==> src/sv/sheet_diffusion_3d_macros.svh <==
// assertion macros for the sheet diffusion block
`ifndef SHEET_DIFFUSION_3D_MACROS_SVH
`define SHEET_DIFFUSION_3D_MACROS_SVH
`ifndef SYNTHESIS
`define SD_ASSERT_IMP(lbl, clk, rst_n, a, c) \
  lbl: assert property (@(posedge clk) disable iff (!rst_n) (a) |-> (c)) else $error("lbl");
`define SD_ASSERT_NXT(lbl, clk, rst_n, a, c) \
  lbl: assert property (@(posedge clk) disable iff (!rst_n) (a) |=> (c)) else $error("lbl");
`else
`define SD_ASSERT_IMP(lbl, clk, rst_n, a, c)
`define SD_ASSERT_NXT(lbl, clk, rst_n, a, c)
`endif
`endif

==> src/sv/sd3_pkg.sv <==
// ---------------------------------------------------------------------------
// sd3_pkg
// shared types, constants, rounding and saturation helpers of the sheet diffusion block
// ---------------------------------------------------------------------------
package sd3_pkg;

  localparam int DefMaxX = 32;
  localparam int DefMaxY = 32;
  localparam int DefMaxZ = 32;
  localparam int ONE_Q16 = 65536;

  localparam logic [1:0] KIND_LOAD = 2'd0;
  localparam logic [1:0] KIND_RUN  = 2'd1;
  localparam logic [1:0] KIND_READ = 2'd2;

  localparam logic [2:0] REG_SIZE_X = 3'd0;
  localparam logic [2:0] REG_SIZE_Y = 3'd1;
  localparam logic [2:0] REG_SIZE_Z = 3'd2;
  localparam logic [2:0] REG_C_NORM = 3'd3;
  localparam logic [2:0] REG_DT     = 3'd4;
  localparam logic [2:0] REG_ITER   = 3'd5;

  typedef enum logic [3:0] {
    ST_IDLE,
    ST_READ,
    ST_RESP,
    ST_ITER,
    ST_FETCH,
    ST_WAIT,
    ST_MATH,
    ST_WRITE,
    ST_NEXT
  } state_t;

  // sequencer command to the shared alu
  typedef enum logic [1:0] {
    ALU_MUL,
    ALU_MULADD,
    ALU_SUB
  } alu_op_t;

  typedef struct packed {
    logic            go;
    alu_op_t         op;
    logic signed [47:0] a;
    logic signed [47:0] b;
    logic signed [63:0] acc;
    logic [4:0]      shift;
  } alu_req_t;

  function automatic logic signed [63:0] rnd_shr(input logic signed [63:0] v,
                                                  input logic [4:0] s);
    logic signed [63:0] t;
    begin
      t = v + (64'sd1 <<< (s - 5'd1));
      rnd_shr = t >>> s;
    end
  endfunction

  function automatic logic signed [31:0] sat32(input logic signed [63:0] v);
    begin
      if (v > 64'sd2147483647) sat32 = 32'sh7fffffff;
      else if (v < -64'sd2147483648) sat32 = 32'sh80000000;
      else sat32 = v[31:0];
    end
  endfunction

endpackage

==> src/sv/sd3_alu.sv <==
// ---------------------------------------------------------------------------
// sd3_alu
// shared multiply, subtract, accumulate and rounding unit, one operation per request
// ---------------------------------------------------------------------------
module sd3_alu (
  input  logic                clk,
  input  logic                rst_n,
  input  sd3_pkg::alu_req_t   req,
  output logic signed [63:0]  res,
  output logic                res_vld
);
  import sd3_pkg::*;

  logic signed [63:0] prod_r, prod_nxt;
  logic signed [63:0] acc_r;
  alu_op_t            op_r;
  logic [4:0]         sh_r;
  logic               v1_r, v2_r;
  logic signed [63:0] res_r, res_nxt;
  logic signed [17:0] mb;

  // stage one: 48x18 product or difference, stage two: add and round
  // the narrow operand of a product always sits in b
  always_comb begin
    mb = req.b[17:0];
    prod_nxt = req.a * mb;
    if (req.op == ALU_SUB) prod_nxt = req.a - req.b;
  end

  always_comb begin
    unique case (op_r)
      ALU_MUL:    res_nxt = (sh_r == 5'd0) ? prod_r : rnd_shr(prod_r, sh_r);
      ALU_MULADD: res_nxt = acc_r + prod_r;
      ALU_SUB:    res_nxt = rnd_shr(prod_r, sh_r);
      default:    res_nxt = prod_r;
    endcase
  end

  always_ff @(posedge clk) begin
    if (!rst_n) begin
      v1_r <= 1'b0;
      v2_r <= 1'b0;
    end else begin
      v1_r <= req.go;
      v2_r <= v1_r;
    end
    prod_r <= prod_nxt;
    acc_r  <= req.acc;
    op_r   <= req.op;
    sh_r   <= req.shift;
    res_r  <= res_nxt;
  end

  assign res     = res_r;
  assign res_vld = v2_r;

endmodule
==> config.mk <==
export PLATFORM = sky130hd
export DESIGN_NAME = sd3_alu
export DESIGN_NICKNAME = d
export VERILOG_FILES = /design/src/sv/sheet_diffusion_3d_macros.svh /design/src/sv/sd3_pkg.sv /design/src/sv/sd3_alu.sv
export SDC_FILE = /design/constraint.sdc
export NUM_CORES = 2
export LEC_CHECK = 0
export CORE_AREA = 2 2 347 349
export CTS_CLUSTER_DIAMETER = 50
export DETAILED_ROUTE_END_ITERATION = 7
export DIE_AREA = 0 0 349 351
export DONT_BUFFER_PORTS = 1
export PLACE_DENSITY_LB_ADDON = 0.1
export SLEW_MARGIN = 10
export SYNTH_ARGS = -nofsm -noshare
export SYNTH_HDL_FRONTEND = slang
export SYNTH_SLANG_ARGS = --single-unit
==> constraint.sdc <==
create_clock -name clk -period 7.8 [get_ports clk]
set_input_delay 0.39 -clock clk [delete_from_list [all_inputs] [get_ports clk]]
set_output_delay 0.39 -clock clk [all_outputs]
set_load 0.02 [all_outputs]
[After elaboration in Yosys (flattened, before gate mapping)]
Cells that the tools add are included.
Word-level totals
  output and inout bits: 65
  input port bits: 170
  logic and storage cells: 22
  register bits: 201
Cells by class
  shift-type cells: 2
  equality and inequality tests: 3
  muxes and demuxes: 3
  add/subtract/negate cells: 4
  $mul: 1
  reductions and logical operators: 2
Operator list (number)
  64-bit one-hot mux with 3 select lines: 1
  64-bit adder: 2
  64-bit 2-to-1 mux: 2
  48-bit by 18-bit multiplier with 64-bit output: 1
  2-bit by 5-bit <<< shifter with 64-bit output (first input constant): 1
  64-bit by 5-bit >>> shifter with 64-bit output: 1
  48-bit by 48-bit subtractor with 49-bit output: 1
  5-bit zero test: 1
  5-bit by 1-bit subtractor with 5-bit output (second input constant): 1
  2-bit equality test (second input constant): 2
  2-bit by 1-bit equality test with 1-bit output (second input constant): 1
  2-bit zero test: 1

[Logic depth before layout (Yosys ltp)]
  word-level depth: 6
  gate-level depth with buffers: 29
  gate-level depth less buffers: 28

[Least setup slack after synthesis]
No wires, ideal clock.
  path type: input port to flip-flop
  from: input req[72] in the netlist's numbering
  to: register prod_r[59]
  path buffers: 2
  data required time: 7.726 ns
  path slack: 0.795 ns
  library setup time: 0.074 ns
  arrival: 6.931 ns
  stages on the path: 26
  cell sequence: clkbuf_1 > clkbuf_1 > nand2_1 > fa_1 > fa_1 > fa_1 > inv_1 > fa_1 > fa_1 > inv_1 > fa_1 > inv_1 > ha_1 > a21oi_1 > a21boi_0 > nor2_1 > a2111oi_0 > o2111ai_1 > a211oi_1 > nor2_1 > o21a_1 > o21a_1 > o21ai_0 > a31oi_1 > xor2_1 > o21ai_0
On the way
  longest elaborated chain between the ends: 2
  elaborated cells on any way between the ends: 3
  those cells by class: 1 x add/sub; 1 x mul; 1 x mux
RTL lines
  from (decl): line sd3_alu.sv:8  | input sd3_pkg::alu_req_t req,
  48-bit by 18-bit multiplier with 64-bit output / 48-bit by 48-bit subtractor with 49-bit output (equally long branches): line sd3_alu.sv:26, sd3_alu.sv:27
  64-bit 2-to-1 mux *: line sd3_alu.sv:27  | if (req.op == ALU_SUB) prod_nxt = req.a - req.b;
  via prod_nxt[59]: line sd3_alu.sv:14  | logic signed [63:0] prod_r, prod_nxt;
  to (signal assigned): line sd3_alu.sv:47  | prod_r <= prod_nxt;
  to (decl): line sd3_alu.sv:14
The timed path passes the listed nets; every way through them passes the cells marked *.
A chain may end at the register's enable or synchronous reset.

[Final worst setup path]
  from: input req[126] in the netlist's numbering
  to: register prod_r[60]
Same word-level chain as after synthesis.

==> results.tsv <==
metric	value	unit
skew final	40.9	ps
Slowest cell on crit path	fa_1	
post-synth top area share	33.8	%
list of most frequent post-synthesis cells	1022 x inv_1, 832 x nand2_1, 798 x fa_1	
global-route wire length before repair	264	mm
fillers	12200	
total grt overflow	0	
DP HPWL	138	mm
Post-CTS Resized	0	
DRC violations left	0	
Vert. Die Dim	351	um
1st-iter DRT viols	3139	
total number of vias	40200	
CTS Buffer Depth	3	
EDFF count, synth	0	
Post-synth ARST share	0	%
post-DR vias/cell	5.59	
Clock transition at path regs	60	ps
initial antenna violation count	10	
initial core utilization	39.8	%
Post CTS Setup Buffer Count	0	
largest net degree at the start of global routing	64	
Final period util	88.3	%
Finished Core Util	41.9	%
endpoint class of the critical path	flop	
GRT Total Usage	28.4	%
RR Startpoint	sh_r[0]	
Final Hold Viols	0	
max-slew violations	0	
family with the most delay on the worst path	adder cells	
Pre-antenna DRT Iters	6	
Layout area overhead	5.38	%
core area	119000	um^2
most used cell, CP	fa_1	
synth top area cells	fa_1 34%, dfxtp_1 8.5%, ha_1 8.3%	
post-route ant nets	0	
IO Port Bufs	0	
Top FF cell, synth	dfxtp_1	
chip width	349	um
CTS Buf Count	23	
synth unique cells	95	
CP Launch Point	req[126]	
vias in the first global route	40900	
Seq/Total Area, Yosys	8.50	%
crit path to	prod_r[60]	
TNS Setup	0	ps
Tmin final	6890	ps
count leader, synth	inv_1	
DR WL/cell	24.2	um
io pins	235	
Clock Latency Late Sink	580	ps
worst rel slew slack	29.4	%
placed instance count	7073	
post-synthesis register bit count	201	
clock sink count	201	
Levels on crit path	26	
CP startpoint kind	primary input	
Synth Cell Area	47300	um^2
f_max	0.145	GHz
CP max FO	19	
final WL	174	mm
FF-to-FF End	res[33]	
std cell rows	127	
Worst Hold Class	in2reg	
worst stage delay on the critical path	530	ps
R2R depth	18	
fin cells	7193	
Arrival @ worst endpoint	7300	ps
max-cap viol count	0	
worst-margin pin slew	1050	ps
die area	122000	um^2
H-tree depth	1	
status	finished clean	
RSZ-0062 raised after global routing	false	
CTS tree	yes	
final setup vio count	0	
GP Congestion	0.986	
share of cells above drive strength 1	3.21	%
Mean Syn Cell Area	8.13	um^2
number of synthesis warnings	0	
post-synth top area cell	fa_1	
Syn Nets	7100	
Worst Path Class, Setup	in2reg	
Final nets	6905	
root buffer cell	clkbuf_16	
reg2reg setup slack	1040	ps
Buffers & Inverters on Critical Path	5	
WP data required	8210	ps
CTS Hold Bufs	74	
Post-Synthesis Cells	5819	
## placed cells by master, fill, tap and decap left out, drive strengths merged, types with 14 or more instances in the layout
cell | Yosys | layout
a211o | 14 | 14
a211oi | 61 | 61
a21o | 125 | 125
a21oi | 302 | 302
a221o | 16 | 16
a221oi | 15 | 15
a22oi | 28 | 28
a31oi | 31 | 31
and2 | 216 | 216
and3 | 38 | 38
buf | 52 | 51
clkbuf | 293 | 26
dfxtp | 201 | 201
dlygate4sd3 | 0 | 74
fa | 798 | 798
ha | 313 | 313
inv | 1025 | 1032
mux2 | 21 | 21
mux2i | 76 | 76
nand2 | 832 | 832
nand2b | 40 | 40
nand3 | 71 | 71
nand4 | 50 | 50
nor2 | 290 | 290
nor2b | 26 | 26
nor3 | 68 | 68
nor4 | 15 | 15
o211ai | 50 | 50
o21a | 30 | 30
o21ai | 219 | 219
o21bai | 30 | 30
o221ai | 18 | 18
o22ai | 18 | 18
o31ai | 23 | 23
or3 | 21 | 21
xnor2 | 115 | 115
xor2 | 95 | 95
## layer usage
layer  GRT usage (%)  routed length (um)
met2            44.9               77700
met3            3.36               11500
met5               0                  52
met4            8.89                5980
met1            40.5               78700
## worst min-delay path by stage
stage	startpoint	end	slack (ps)	cells after the start
final	req[69]	prod_r[0]	170	2
after global routing	req[70]	prod_r[1]	170	2
after CTS	req[69]	prod_r[0]	120	2
after detailed placement	req[45]	acc_r[40]	420	0
after global placement	req[54]	acc_r[49]	420	0
after floorplan	v1_r	res_vld	410	1
## registers in the layout (all words and copies together), names as in the netlist
register / flops
v1_r: 1
op_r: 2
sh_r: 5
prod_r: 64
acc_r: 64
res: 64
res_vld: 1
## worst register-to-register path: cells and delay by family, from the launching register on
kind / cells / cell delay, ps
AO/OA/AOI/OAI: 7 / 2840
adder cells (fa/ha/maj): 1 / 280
buffers and inverters: 1 / 150
flip-flops: 1 / 350
multiplexers: 2 / 450
AND/OR/NAND/NOR: 7 / 2560
## layout make-up
class                   instances  area (um^2)  area share (%)
diodes                          4         10.0          0.0201
well taps                    1548         1940            3.88
inverters                    1027         3850            7.73
clock inverters                16          160           0.321
flip-flops and latches        201         4030            8.08
repair buffers                125         1120            2.25
multi-input cells            4246        38100            76.5
clock buffers                  26          607            1.22
## cell families after synthesis
group	after synthesis	share of synthesized area, %
mux	110	2.73
buf+inv	1372	10.9
flops	201	8.50
compound gates	1105	15.4
simple gates	1710	16.5
xor+xnor	210	3.90
fa+ha+maj	1111	42.0
## stage by stage
step,setup slack (ps),instance area (um^2),hold slack [ps]
floorplan,795,47300,412
global placement,304,48300,418
detailed placement,331,48300,418
CTS,943,49900,125
global route,402,49900,174
finish,911,49900,172
Power is not shown: default switching activity piles up to over one toggle a cycle in this logic, so the estimate is an artifact.
